==> src/hdl/integer_to_roman_numeral_unit_macros.svh <==
// ----------------------------------------------------------------------------
// Assertion macros for the integer-to-Roman-numeral unit
// Concurrent checks on a clocked design with an active-low reset.
// ----------------------------------------------------------------------------
`ifndef INTEGER_TO_ROMAN_NUMERAL_UNIT_MACROS_SVH
`define INTEGER_TO_ROMAN_NUMERAL_UNIT_MACROS_SVH

`ifndef ASSERT_OFF

// same-cycle implication
`define IRN_ASSERT_IMPLY(label, clk, rst_n, ante, cons) \
    label: assert property (@(posedge clk) disable iff (!(rst_n)) (ante) |-> (cons)) \
        else $error("assertion failed: same-cycle implication");

// next-cycle implication
`define IRN_ASSERT_NEXT(label, clk, rst_n, ante, cons) \
    label: assert property (@(posedge clk) disable iff (!(rst_n)) (ante) |=> (cons)) \
        else $error("assertion failed: next-cycle implication");

`else

`define IRN_ASSERT_IMPLY(label, clk, rst_n, ante, cons)
`define IRN_ASSERT_NEXT(label, clk, rst_n, ante, cons)

`endif

`endif

==> src/hdl/irn_pkg.sv <==
// ----------------------------------------------------------------------------
// irn_pkg
// Types, constants and the control store of the Roman numeral sequencer.
// ----------------------------------------------------------------------------
package irn_pkg;

    localparam int VALUE_W = 12;
    localparam int SYM_W   = 7;
    localparam int PC_W    = 5;

    localparam logic [VALUE_W-1:0] MAX_VALUE = 12'd3999;

    // ASCII letters
    localparam logic [SYM_W-1:0] CH_I = 7'h49;
    localparam logic [SYM_W-1:0] CH_V = 7'h56;
    localparam logic [SYM_W-1:0] CH_X = 7'h58;
    localparam logic [SYM_W-1:0] CH_L = 7'h4C;
    localparam logic [SYM_W-1:0] CH_C = 7'h43;
    localparam logic [SYM_W-1:0] CH_D = 7'h44;
    localparam logic [SYM_W-1:0] CH_M = 7'h4D;

    typedef enum logic {
        ST_IDLE,
        ST_RUN
    } t_state;

    // One microinstruction: test remainder >= weight; on a hit emit the letter,
    // subtract and go to next_hit, otherwise go to next_miss. Weight zero is
    // an unconditional emit. pair_head marks the first letter of CM, XC, IX...
    typedef struct packed {
        logic [VALUE_W-1:0] weight;
        logic [SYM_W-1:0]   letter;
        logic               pair_head;
        logic [PC_W-1:0]    next_hit;
        logic [PC_W-1:0]    next_miss;
    } t_uword;

    typedef struct packed {
        logic               load;
        logic               sub;
        logic [VALUE_W-1:0] weight;
    } t_dp_ctl;

    typedef struct packed {
        logic hit;
        logic zero_after;
    } t_dp_sts;

    function automatic t_uword ucode(input logic [PC_W-1:0] pc);
        t_uword w;
        unique case (pc)
            5'd0:    w = '{12'd1000, CH_M, 1'b0, 5'd0,  5'd1};
            5'd1:    w = '{12'd900,  CH_C, 1'b1, 5'd2,  5'd3};
            5'd2:    w = '{12'd0,    CH_M, 1'b0, 5'd7,  5'd7};
            5'd3:    w = '{12'd500,  CH_D, 1'b0, 5'd6,  5'd4};
            5'd4:    w = '{12'd400,  CH_C, 1'b1, 5'd5,  5'd6};
            5'd5:    w = '{12'd0,    CH_D, 1'b0, 5'd7,  5'd7};
            5'd6:    w = '{12'd100,  CH_C, 1'b0, 5'd6,  5'd7};
            5'd7:    w = '{12'd90,   CH_X, 1'b1, 5'd8,  5'd9};
            5'd8:    w = '{12'd0,    CH_C, 1'b0, 5'd13, 5'd13};
            5'd9:    w = '{12'd50,   CH_L, 1'b0, 5'd12, 5'd10};
            5'd10:   w = '{12'd40,   CH_X, 1'b1, 5'd11, 5'd12};
            5'd11:   w = '{12'd0,    CH_L, 1'b0, 5'd13, 5'd13};
            5'd12:   w = '{12'd10,   CH_X, 1'b0, 5'd12, 5'd13};
            5'd13:   w = '{12'd9,    CH_I, 1'b1, 5'd14, 5'd15};
            5'd14:   w = '{12'd0,    CH_X, 1'b0, 5'd18, 5'd18};
            5'd15:   w = '{12'd5,    CH_V, 1'b0, 5'd18, 5'd16};
            5'd16:   w = '{12'd4,    CH_I, 1'b1, 5'd17, 5'd18};
            5'd17:   w = '{12'd0,    CH_V, 1'b0, 5'd18, 5'd18};
            5'd18:   w = '{12'd1,    CH_I, 1'b0, 5'd18, 5'd18};
            default: w = '{12'd0,    CH_I, 1'b0, 5'd0,  5'd0};
        endcase
        return w;
    endfunction

endpackage

==> src/hdl/irn_dp.sv <==
// ----------------------------------------------------------------------------
// irn_dp
// Remainder register with saturating load, compare and subtract.
// ----------------------------------------------------------------------------
module irn_dp (
    input  logic                        i_clk,
    input  irn_pkg::t_dp_ctl            i_ctl,
    input  logic [irn_pkg::VALUE_W-1:0] i_value,
    output irn_pkg::t_dp_sts            o_sts
);
    import irn_pkg::*;

    logic [VALUE_W-1:0] r_rem;
    logic [VALUE_W-1:0] n_rem;
    logic [VALUE_W-1:0] diff;

    assign diff = r_rem - i_ctl.weight;

    always_comb begin
        n_rem = r_rem;
        if (i_ctl.load) begin
            n_rem = (i_value > MAX_VALUE) ? MAX_VALUE : i_value;
        end else if (i_ctl.sub) begin
            n_rem = diff;
        end
    end

    always_ff @(posedge i_clk) begin
        r_rem <= n_rem;
    end

    assign o_sts.hit        = (r_rem >= i_ctl.weight);
    assign o_sts.zero_after = (diff == '0);

endmodule

==> src/hdl/integer_to_roman_numeral_unit.sv <==
// ----------------------------------------------------------------------------
// integer_to_roman_numeral_unit
// After acceptance the unit walks the control store; the first letter comes
// at the first step that hits. One letter per cycle on a hit; a control-store
// step that misses emits no letter, and the next start can be taken in the
// cycle after the last letter. Zero gives no letter.
// Synchronous active-low reset returns to idle; results cannot be stalled.
// ----------------------------------------------------------------------------
`include "integer_to_roman_numeral_unit_macros.svh"

module integer_to_roman_numeral_unit (
    input  logic                        i_clk,
    input  logic                        i_rst_n,
    input  logic                        start,
    input  logic [irn_pkg::VALUE_W-1:0] i_value,
    output logic                        busy,
    output logic                        o_strobe,
    output logic [irn_pkg::SYM_W-1:0]   o_symbol,
    output logic                        o_last
);
    import irn_pkg::*;

    t_state          r_state;
    t_state          n_state;
    logic [PC_W-1:0] r_pc;
    logic [PC_W-1:0] n_pc;
    t_uword          uw;
    t_dp_ctl         dp_ctl;
    t_dp_sts         dp_sts;
    logic            accept;
    logic            done;

    assign uw     = ucode(r_pc);
    assign accept = start && (r_state == ST_IDLE);
    assign done   = dp_sts.hit && dp_sts.zero_after && !uw.pair_head;

    irn_dp u_dp (
        .i_clk   (i_clk),
        .i_ctl   (dp_ctl),
        .i_value (i_value),
        .o_sts   (dp_sts)
    );

    // next state and step counter
    always_comb begin
        n_state = r_state;
        n_pc    = r_pc;
        unique case (r_state)
            ST_IDLE: begin
                if (start && (i_value != '0)) begin
                    n_state = ST_RUN;
                end
                n_pc = '0;
            end
            ST_RUN: begin
                n_pc = dp_sts.hit ? uw.next_hit : uw.next_miss;
                if (done) begin
                    n_state = ST_IDLE;
                end
            end
            default: begin
                n_state = ST_IDLE;
            end
        endcase
    end

    // outputs
    always_comb begin
        busy          = (r_state == ST_RUN);
        o_strobe      = (r_state == ST_RUN) && dp_sts.hit;
        o_symbol      = uw.letter;
        o_last        = (r_state == ST_RUN) && done;
        dp_ctl.load   = accept;
        dp_ctl.sub    = (r_state == ST_RUN) && dp_sts.hit;
        dp_ctl.weight = uw.weight;
    end

    always_ff @(posedge i_clk) begin
        if (!i_rst_n) begin
            r_state <= ST_IDLE;
            r_pc    <= '0;
        end else begin
            r_state <= n_state;
            r_pc    <= n_pc;
        end
    end

    `IRN_ASSERT_IMPLY(a_last_needs_strobe, i_clk, i_rst_n, o_last, o_strobe && busy)
    `IRN_ASSERT_NEXT(a_last_ends_run, i_clk, i_rst_n, o_strobe && o_last, !busy)
    `IRN_ASSERT_NEXT(a_zero_stays_idle, i_clk, i_rst_n, accept && (i_value == '0), !busy)
    `IRN_ASSERT_NEXT(a_miss_moves_on, i_clk, i_rst_n, busy && !o_strobe, r_pc != $past(r_pc))
    `IRN_ASSERT_IMPLY(a_pc_in_store, i_clk, i_rst_n, busy, r_pc <= 5'd18)

endmodule
==> config.mk <==
export PLATFORM = sky130hd
export DESIGN_NAME = integer_to_roman_numeral_unit
export DESIGN_NICKNAME = d
export VERILOG_FILES = /design/src/hdl/irn_pkg.sv /design/src/hdl/irn_dp.sv /design/src/hdl/integer_to_roman_numeral_unit.sv
export VERILOG_INCLUDE_DIRS = /design/src /design/src/hdl
export SDC_FILE = /design/constraint.sdc
export NUM_CORES = 1
export LEC_CHECK = 0
export BUFFER_PORTS_ARGS = -buffer_cell sky130_fd_sc_hd__buf_2
export CAP_MARGIN = 10
export CORE_MARGIN = 2
export CORE_UTILIZATION = 26
export DETAILED_ROUTE_END_ITERATION = 8
export GPL_TIMING_DRIVEN = 0
export MAX_ROUTING_LAYER = met4
export PLACE_DENSITY = 0.46
export SYNTH_ARGS = -nofsm -noshare
export SYNTH_HDL_FRONTEND = slang
export SYNTH_HIERARCHICAL = 1
export SYNTH_SLANG_ARGS = --single-unit
==> constraint.sdc <==
create_clock -name i_clk -period 5.7 [get_ports i_clk]
set_clock_uncertainty 0.15 [all_clocks]
set_input_delay 0.57 -clock i_clk [delete_from_list [all_inputs] [get_ports i_clk]]
set_output_delay 0.57 -clock i_clk [all_outputs]
set_load 0.005 [all_outputs]
==> flow_summary.ini, run 1 <==
[synthesis]
synth_compound_area_share_pct = 23.2
post_synth_and_or_nand_nor_area_fraction_pct = 20.7
yosys.area_share.adder_pct = 9.80
syn_area_mm2 = 0.00276
synth_edf_count = 12
ys_warn_count = 6
synth.largest_area_cell = dfxtp_1
synthFlopType = dfxtp_1
synth_top_family_by_area = compound AO/OA/AOI/OAI gates
synth_area_leaders = dfxtp_1 (17%), edfxtp_1 (13%), ha_1 (9.1%)
yosys-top-cells-count = a21oi_1 (30), dfxtp_1 (24), inv_1 (23), nand2_1 (23)
synth_top_area_share_pct = 17.4
synth_cells = 322
avgSynthCellArea_um2 = 8.56
async_flop_share_pct = 0
synth_mux_area_share_pct = 3.81
synth_cell_types = 71
synth_xor_area_share_pct = 2.54
synth_seq_cells = 36
ys_seq_area_share_pct = 30.5
yosysMostFrequentCell = a21oi_1

[power]
clockPowerShare_pct = 26.7
p_comb_share_pct = 37.0
sequentialPowerShare_pct = 36.3
p_sw_mw = 0.299
p_total_mw = 0.867
power_density_mw_per_mm2 = 275
p_leak_nw = 1.25
peakVddDrop_v = 0.0000881
p_int_mw = 0.568
swShare_pct = 34.5

[floorplan]
io_pins = 25
dieArea_mm2 = 0.0114
num_rows = 37
dieWidth_um = 107
start_util_pct = 26.7
coreArea_mm2 = 0.0103
fp.dieH_um = 107

[clocking]
cts_buffers = 5
clk_latency_ns = 0.29
h-tree-depth = 2
cts_hold_buf = 0
cts_tree = built
cts.path.max_buffers = 2
cts_root_buffer = clkbuf_8
post-cts-setup-buffers = 0
path_clk_slew_ns = 0.08
cts.sinks = 36
cts.repair.resized = 0

[setup_path]
crit_type = reg -> reg
critPathLaunchType = flop
cp-end-kind = flop
crit_fanout = 7
crit_start = u_dp/r_rem[0]
cp.required_ns = 5.74
cp_data_arrival_time_ns = 5.17
r2r-start = u_dp/r_rem[0]

[min_path]
hold_start = i_value[1]
min_path_type = in -> reg

[global_routing]
grt_max_degree = 13
grt_first_pass_wirelength_mm = 12.5
grt-ovfl-total = 0
antenna_found_initial = 0
grt_pass1_vias = 2363
grt.total_usage_pct = 14.4

[layout]
drive_gt1_share_pct = 19.2
insertedDiodeCount = 0
final_nets = 389
area_growth_syn_to_layout_pct = 14.3
final_cell_area_mm2 = 0.00315

[sta]
final.period_utilization_pct = 90.0
fin_tns_setup_ns = 0
setup_viol = 0
timing_hold_violations_final = 0
max_slew_margin_pct = 29.1
fmax_mhz = 195
rsz0062_at_grt = no
fin_crit_ns = 5.13
drv_slew = 0
worst_pin_slew_ns = 1.05

[route]
dr.pass1.iters = 6
vias = 2555
first_iter_violations = 147
ant_nets = 0
wirelength_mm = 7.76
via_per_inst = 5.21
wl_per_cell_um = 15.8
post-route-drc-count = 0

[placement]
dpl_cell_area_mm2 = 0.00305
dp_hpwl_mm = 5.86
numPortBuffers = 22
gp_congestion = 0.903

[job]
cap_violations = 0

[outcome]
status = complete, no violations
layout by cell type, fill, tap and decap left out, drive strengths merged, types with 7 or more instances in the layout:
master and n:
a21oi 31, and2 7, buf 38, clkbuf 15
dfxtp 24, edfxtp 12, ha 20, inv 23
nand2 24, nand3 8, nand4 9, nor2 21
o21ai 21
final timing paths:
path / cells after the start / slack [ns] / to
hold reg to reg: 2 / 0.48 / busy
hold / removal: 2 / 0.43 / u_dp/r_rem[1]
setup reg to reg: 18 / 0.57 / uw[11]
setup / recovery: 18 / 0.57 / uw[11]
worst max-delay path, stage by stage (launching register included):
cell and delay (ns):
edfxtp_1 0.37, inv_1 0.06, ha_1 0.20, inv_1 0.08
fa_1 0.41, and3_2 0.21, nor2_1 0.20, and2_1 0.16
o21ai_0 0.09, a2111oi_0 0.53, o21ai_0 0.49, mux2_4 0.47
and2_2 0.23, inv_1 0.24, ha_1 0.34, inv_1 0.12
o311ai_1 0.32, o221ai_1 0.17, a21o_1 0.18
area by class of cell:
cell class,instances,area (um^2)
Fill cell,1105,7170
Multi-Input combinational cell,240,1670
Sequential cell,36,841
Tap cell,136,170
Buffer,25,166
Timing Repair Buffer,22,110
Inverter,23,86.3
Clock buffer,6,72.6
Clock inverter,2,35.0
kinds of logic after synthesis:
logic type               count (synthesis)
adder cells (fa/ha/maj)                 21
buffers and inverters                   48
other                                    2
multiplexers                             8
XOR/XNOR                                 8
AND/OR/NAND/NOR                        103
flip-flops                              36
AO/OA/AOI/OAI                           96
power by group through the flow:
| stage | logic [mW] | registers (mW) | clock network [mW] |
|---|---|---|---|
| 2_1_floorplan | 0.243 | 0.317 | 0 |
| 3_3_place_gp | 0.321 | 0.320 | 0 |
| 3_5_place_dp | 0.316 | 0.321 | 0 |
| 4_1_cts | 0.318 | 0.315 | 0.239 |
| 5_1_grt | 0.356 | 0.318 | 0.249 |
| 6_report | 0.320 | 0.315 | 0.232 |
flip-flops by register name (all words and copies together), names as in the netlist:
signal,flops
uw,23
busy,1
u_dp/r_rem,12
per-stage QoR:
| stage | hold slack (ns) | worst slack (ns) | instances | utilization [%] |
|---|---|---|---|---|
| after floorplan | 0.454 | 1.51 | 324 | - |
| after global placement | 0.466 | 0.592 | 482 | 29.5 |
| after detailed placement | 0.477 | 0.619 | 482 | 29.5 |
| after CTS | 0.409 | 0.560 | 490 | 30.5 |
| after global routing | 0.416 | 0.0966 | 490 | 30.5 |
| final | 0.425 | 0.568 | 490 | 30.5 |
metal layers:
layer	up-vias	track usage (%)	wire [um]	part of all wire (%)
met5	-	-	0	0
met4	0	5.29	150	1.9
met3	17	2.25	609	7.9
met2	113	22.2	3640	47
met1	1191	19.1	3360	43
li1	1234	-	-	-
(Power assumes the default switching activity.)
==> run 2, diff against run 1 <==
--- a/config.mk
+++ b/config.mk
@@ -10,6 +10,7 @@
 export CAP_MARGIN = 10
 export CORE_MARGIN = 2
 export CORE_UTILIZATION = 26
+export CTS_BUF_LIST = sky130_fd_sc_hd__clkbuf_2 sky130_fd_sc_hd__clkbuf_4 sky130_fd_sc_hd__clkbuf_8
 export DETAILED_ROUTE_END_ITERATION = 8
 export GPL_TIMING_DRIVEN = 0
 export MAX_ROUTING_LAYER = met4
==> constraint.sdc (replaced) <==
create_clock -name i_clk -period 5.25 [get_ports i_clk]
set_clock_uncertainty 0.15 [all_clocks]
set_input_delay 0.525 -clock i_clk [delete_from_list [all_inputs] [get_ports i_clk]]
set_output_delay 0.525 -clock i_clk [all_outputs]
set_load 0.005 [all_outputs]
==> run 2 against run 1 <==
First-iteration DRC count is 8.8% lower. Die area did not move. Via count is 0.43% higher. Setup slack lost 0.14 ns. Combinational power increased by 10%. Worst hold slack lost 0.045 ns. Sequential power grew 8.6%. Highest routed layer unchanged. Clock-buffer cell count is the same. Global-route usage unchanged. Non-clock buffer count stayed put. Sequential share of layout area is 0.11 points lower.
==> flow_summary.ini, run 2 (same netlist as run 1, synthesis figures left out) <==
[outcome]
status = complete, no violations

[floorplan]
fp.dieH_um = 107
io_pins = 25
dieWidth_um = 107
dieArea_mm2 = 0.0114
start_util_pct = 26.7
coreArea_mm2 = 0.0103
num_rows = 37

[sta]
fin_crit_ns = 4.82
fin_tns_setup_ns = 0
max_slew_margin_pct = 61.5
drv_slew = 0
worst_pin_slew_ns = 0.574
layout_setup_ws_ns = 0.427
fmax_mhz = 207
holdWs_ns = 0.381
rsz0062_at_grt = no
timing_hold_violations_final = 0
final.period_utilization_pct = 91.9
setup_viol = 0

[layout]
mostFrequentLayoutCells = a21oi_1 (30), buf_2 (25), dfxtp_1 (24), inv_1 (23), nand2_1 (23)
area_growth_syn_to_layout_pct = 14.8
multi_input_comb_area_mm2 = 0.00168
largest_reg_flops = 23
final_nets = 389
drive_gt1_share_pct = 20.1
layout_commonest_cell = a21oi_1
fillerInstances = 1100
insertedDiodeCount = 0
seq_area_um2 = 841

[setup_path]
rr_worst_depth = 18
r2r-end = uw[11]
cp_top_family = compound AO/OA/AOI/OAI gates
cpMaxStageDelayCell = a2111oi_1
critPathLaunchType = flop
cp.required_ns = 5.29
crit_chain = inv_1, ha_1, inv_1, fa_1, and3_2, nor2_1, and2_1, o21ai_0, a2111oi_1, o21ai_2, mux2_4, and2_2, inv_1, ha_1, inv_1, o311ai_1, o221ai_1, a21o_1
crit_fanout = 7
crit_type = reg -> reg
cp_data_arrival_time_ns = 4.87
r2r-start = u_dp/r_rem[0]
cp-end-kind = flop
max_stage_delay_ns = 0.57
critPathBufInv = 4
rrSetupSlack_ns = 0.43
crit_path_frequent_cell = inv_1

[power]
power_density_mw_per_mm2 = 300
peakVddDrop_v = 0.0000992
p_leak_nw = 1.25

[placement]
pre_cts_slack_ns = 0.169
dp_hpwl_mm = 5.86
gp_congestion = 0.903
numPortBuffers = 22

[route]
post-route-drc-count = 0
wirelength_mm = 7.72
vias = 2566
dr.pass1.iters = 6
wl_per_cell_um = 15.8
first_iter_violations = 134
ant_nets = 0
via_per_inst = 5.24

[global_routing]
grt.total_usage_pct = 14.4
antenna_found_initial = 0
grt_max_degree = 13
grt-ovfl-total = 0
grt_pass1_vias = 2363
grt_first_pass_wirelength_mm = 12.5

[min_path]
holdPathStages = 2
hold_start = i_value[1]
whs_endpoint = u_dp/r_rem[1]
min_path_type = in -> reg

[clocking]
cts.path.max_buffers = 2
cts.sinks = 36
cts_root_buffer = clkbuf_8
h-tree-depth = 2
path_clk_slew_ns = 0.08
cts_tree = built
clk_latency_ns = 0.29
cts_buffers = 5

[job]
cap_violations = 0
==> run 2: cell counts in the layout (fill, tap and decap cells not counted) <==
No cell type changed its count.
==> run 2: report_power, final <==
group	switching, mW	internal (mW)	total, mW
logic	0.206	0.146	0.352
clock network	0.111	0.146	0.257
registers	0.0110	0.331	0.342
total	0.327	0.623	0.951
==> run 2: worst max path at each step <==
stage	start	to	slack [ns]	cells after the start
after floorplan	u_dp/r_rem[0]	uw[11]	1.06	18
after global placement	u_dp/r_rem[0]	uw[11]	0.14	18
after detailed placement	u_dp/r_rem[0]	uw[11]	0.17	18
after CTS	u_dp/r_rem[0]	uw[11]	0.11	18
after global routing	u_dp/r_rem[0]	uw[11]	0.05	18
final	u_dp/r_rem[0]	uw[11]	0.43	18
==> run 2: stage by stage <==
step           total power [mW]  cells  area [um^2]  utilization, %
3_5_place_dp              0.691    482         3050            29.5
6_report                  0.951    490         3170            30.7
5_1_grt                    1.01    490         3170            30.7
2_1_floorplan             0.609    324         2770               -
4_1_cts                   0.952    490         3160            30.6
3_3_place_gp              0.696    482         3050            29.5
==> run 2: repair_timing <==
item | CTS | global route
gates resized for setup | 0 | 4
hold buffers | 0 | 0
setup endpoints to repair | 0 | 12
buffers inserted | 0 | 0
==> run 2: per-layer routing <==
metal / wire length [um] / share of wire [%] / track usage, %
met5: 0 / 0 / -
met4: 201 / 2.6 / 5.29
met3: 528 / 6.8 / 2.25
met2: 3550 / 46 / 22.2
met1: 3440 / 45 / 19.1
==> run 2: cell type report <==
| cell class | count | share of cell area [%] |
|---|---|---|
| Buffer | 25 | 5.26 |
| Clock buffer | 6 | 2.41 |
| Clock inverter | 2 | 1.11 |
| Inverter | 23 | 2.73 |
| Multi-Input combinational cell | 240 | 53.1 |
| Sequential cell | 36 | 26.6 |
| Tap cell | 136 | 5.38 |
| Timing Repair Buffer | 22 | 3.48 |
==> run 3, diff against run 2 <==
--- a/config.mk
+++ b/config.mk
@@ -6,16 +6,19 @@
 export SDC_FILE = /design/constraint.sdc
 export NUM_CORES = 1
 export LEC_CHECK = 0
-export BUFFER_PORTS_ARGS = -buffer_cell sky130_fd_sc_hd__buf_2
 export CAP_MARGIN = 10
+export CELL_PAD_IN_SITES_DETAIL_PLACEMENT = 0
+export CELL_PAD_IN_SITES_GLOBAL_PLACEMENT = 1
 export CORE_MARGIN = 2
 export CORE_UTILIZATION = 26
 export CTS_BUF_LIST = sky130_fd_sc_hd__clkbuf_2 sky130_fd_sc_hd__clkbuf_4 sky130_fd_sc_hd__clkbuf_8
 export DETAILED_ROUTE_END_ITERATION = 8
+export DONT_BUFFER_PORTS = 1
 export GPL_TIMING_DRIVEN = 0
 export MAX_ROUTING_LAYER = met4
-export PLACE_DENSITY = 0.46
+export PLACE_DENSITY = 0.53
 export SYNTH_ARGS = -nofsm -noshare
 export SYNTH_HDL_FRONTEND = slang
 export SYNTH_HIERARCHICAL = 1
 export SYNTH_SLANG_ARGS = --single-unit
+export TNS_END_PERCENT = 1
==> run 3 against run 2 <==
Critical path depth grew 1. Final cell count shrank 4.3%. Flip-flop and latch count is the same. Highest routed layer unchanged.
==> flow_summary.ini, run 3 (same netlist as run 1, synthesis figures left out) <==
[route]
top_layer = met4
dr.pass1.iters = 5
dr_wl_met3_um = 457
first_iter_violations = 144
via_per_inst = 5.17
post-route-drc-count = 0
wl_met2_mm = 3.99
ant_nets = 0
wl_met1_mm = 3.36
vias = 2423
wl_per_cell_um = 16.9
wirelength_mm = 7.95

[clocking]
cts_tree = built
cts.sinks = 36
cts_hold_buf = 0
h-tree-depth = 2
cts_root_buffer = clkbuf_8
clk_latency_ns = 0.29
path_clk_slew_ns = 0.08
cts_buffers = 5
cts.path.max_buffers = 2

[setup_path]
critPathLaunchType = flop
cpMaxStageDelayCell = a2111oi_0
crit_path_frequent_cell = inv_1
cp_data_arrival_time_ns = 4.88
crit_fanout = 7
crit_chain = inv_1, ha_1, inv_1, fa_1, and3_2, nor2_1, and2_1, o21ai_0, a2111oi_0, o21ai_1, buf_4, mux2_4, and2_2, inv_1, ha_1, inv_1, o311ai_1, o221ai_1, a21o_1
cp-end-kind = flop
cp.required_ns = 5.28
max_stage_delay_ns = 0.54
crit_type = reg -> reg

[layout]
final_cell_area_mm2 = 0.00305
final_nets = 368
fillerInstances = 1096
area_growth_syn_to_layout_pct = 10.8
fin_cells = 469
utilization_pct = 29.6
drive_gt1_share_pct = 14.4
mostFrequentLayoutCells = a21oi_1 (30), dfxtp_1 (24), inv_1 (23), nand2_1 (23), ha_1 (20)
layout_commonest_cell = a21oi_1
largest_reg_flops = 23
insertedDiodeCount = 0

[floorplan]
io_pins = 25
dieArea_mm2 = 0.0114
num_rows = 37
dieWidth_um = 107
coreArea_mm2 = 0.0103
start_util_pct = 26.7
fp.dieH_um = 107

[global_routing]
antenna_found_initial = 0
grt.total_usage_pct = 14.9
grt_max_degree = 13
grt_pass1_vias = 2374
grt_first_pass_wirelength_mm = 12.8
grt-ovfl-total = 0

[placement]
dp_hpwl_mm = 6.18
numPortBuffers = 0
dp_cells = 461
pre_cts_slack_ns = 0.266
dpl_cell_area_mm2 = 0.00294
gp_congestion = 0.899

[sta]
worst_pin_slew_ns = 0.554
fmax_mhz = 206
fin_crit_ns = 4.85
timing_hold_violations_final = 0
fin_tns_setup_ns = 0
rsz0062_at_grt = no
max_slew_margin_pct = 62.0
setup_viol = 0
holdWs_ns = 0.239
final.period_utilization_pct = 92.5
drv_slew = 0
layout_setup_ws_ns = 0.396

[power]
power_density_mw_per_mm2 = 305
p_total_mw = 0.933
peakVddDrop_v = 0.000106
p_leak_nw = 1.17

[min_path]
min_path_type = in -> reg

[job]
cap_violations = 0

[outcome]
status = complete, no violations
==> run 3: repair_timing <==
action,4_1_cts,5_1_grt
buffers inserted,0,0
setup endpoints to repair,0,1
resized for setup,0,1
==> run 3: worst max-delay path, delay by kind of cell, from the launching register on <==
kind / cells / cell delay, ns
DFF: 1 / 0.36
and+or+nand+nor: 4 / 0.77
buffers and inverters: 5 / 0.69
muxes: 1 / 0.34
AOI/OAI and AO/OA: 6 / 1.49
adders and majority gates: 3 / 0.93
==> run 3: power by group <==
part / leakage [nW] / internal, mW / total, mW / switching, mW
sequential: 0.311 / 0.331 / 0.341 / 0.0106
clock: 0.0586 / 0.146 / 0.250 / 0.103
combinational: 0.796 / 0.140 / 0.342 / 0.202
total: 1.17 / 0.617 / 0.933 / 0.316
==> run 3: final timing paths <==
kind	start	endpoint	slack, ns	cells past startpoint
worst max-delay path	u_dp/r_rem[0]	uw[11]	0.40	19
worst min-delay path	i_rst_n	busy	0.24	1
worst max register to register	u_dp/r_rem[0]	uw[11]	0.40	19
worst min register to register	uw[10]	busy	0.53	2
==> run 3: layer usage <==
layer	up-vias	track usage [%]
met1	1135	18.1
met3	12	2.61
met5	-	-
met4	0	5.29
met2	85	24.9
li1	1191	-
==> run 3: final cells by class <==
| type | count | area, um^2 | share of cell area [%] |
|---|---|---|---|
| well taps | 136 | 170 | 5.57 |
| clock buffers | 6 | 76.3 | 2.50 |
| repair buffers | 1 | 7.51 | 0.246 |
| clock inverters | 2 | 35.0 | 1.15 |
| plain buffers | 25 | 166 | 5.45 |
| flip-flops and latches | 36 | 841 | 27.5 |
| inverters | 23 | 86.3 | 2.83 |
| multi-input cells | 240 | 1670 | 54.7 |
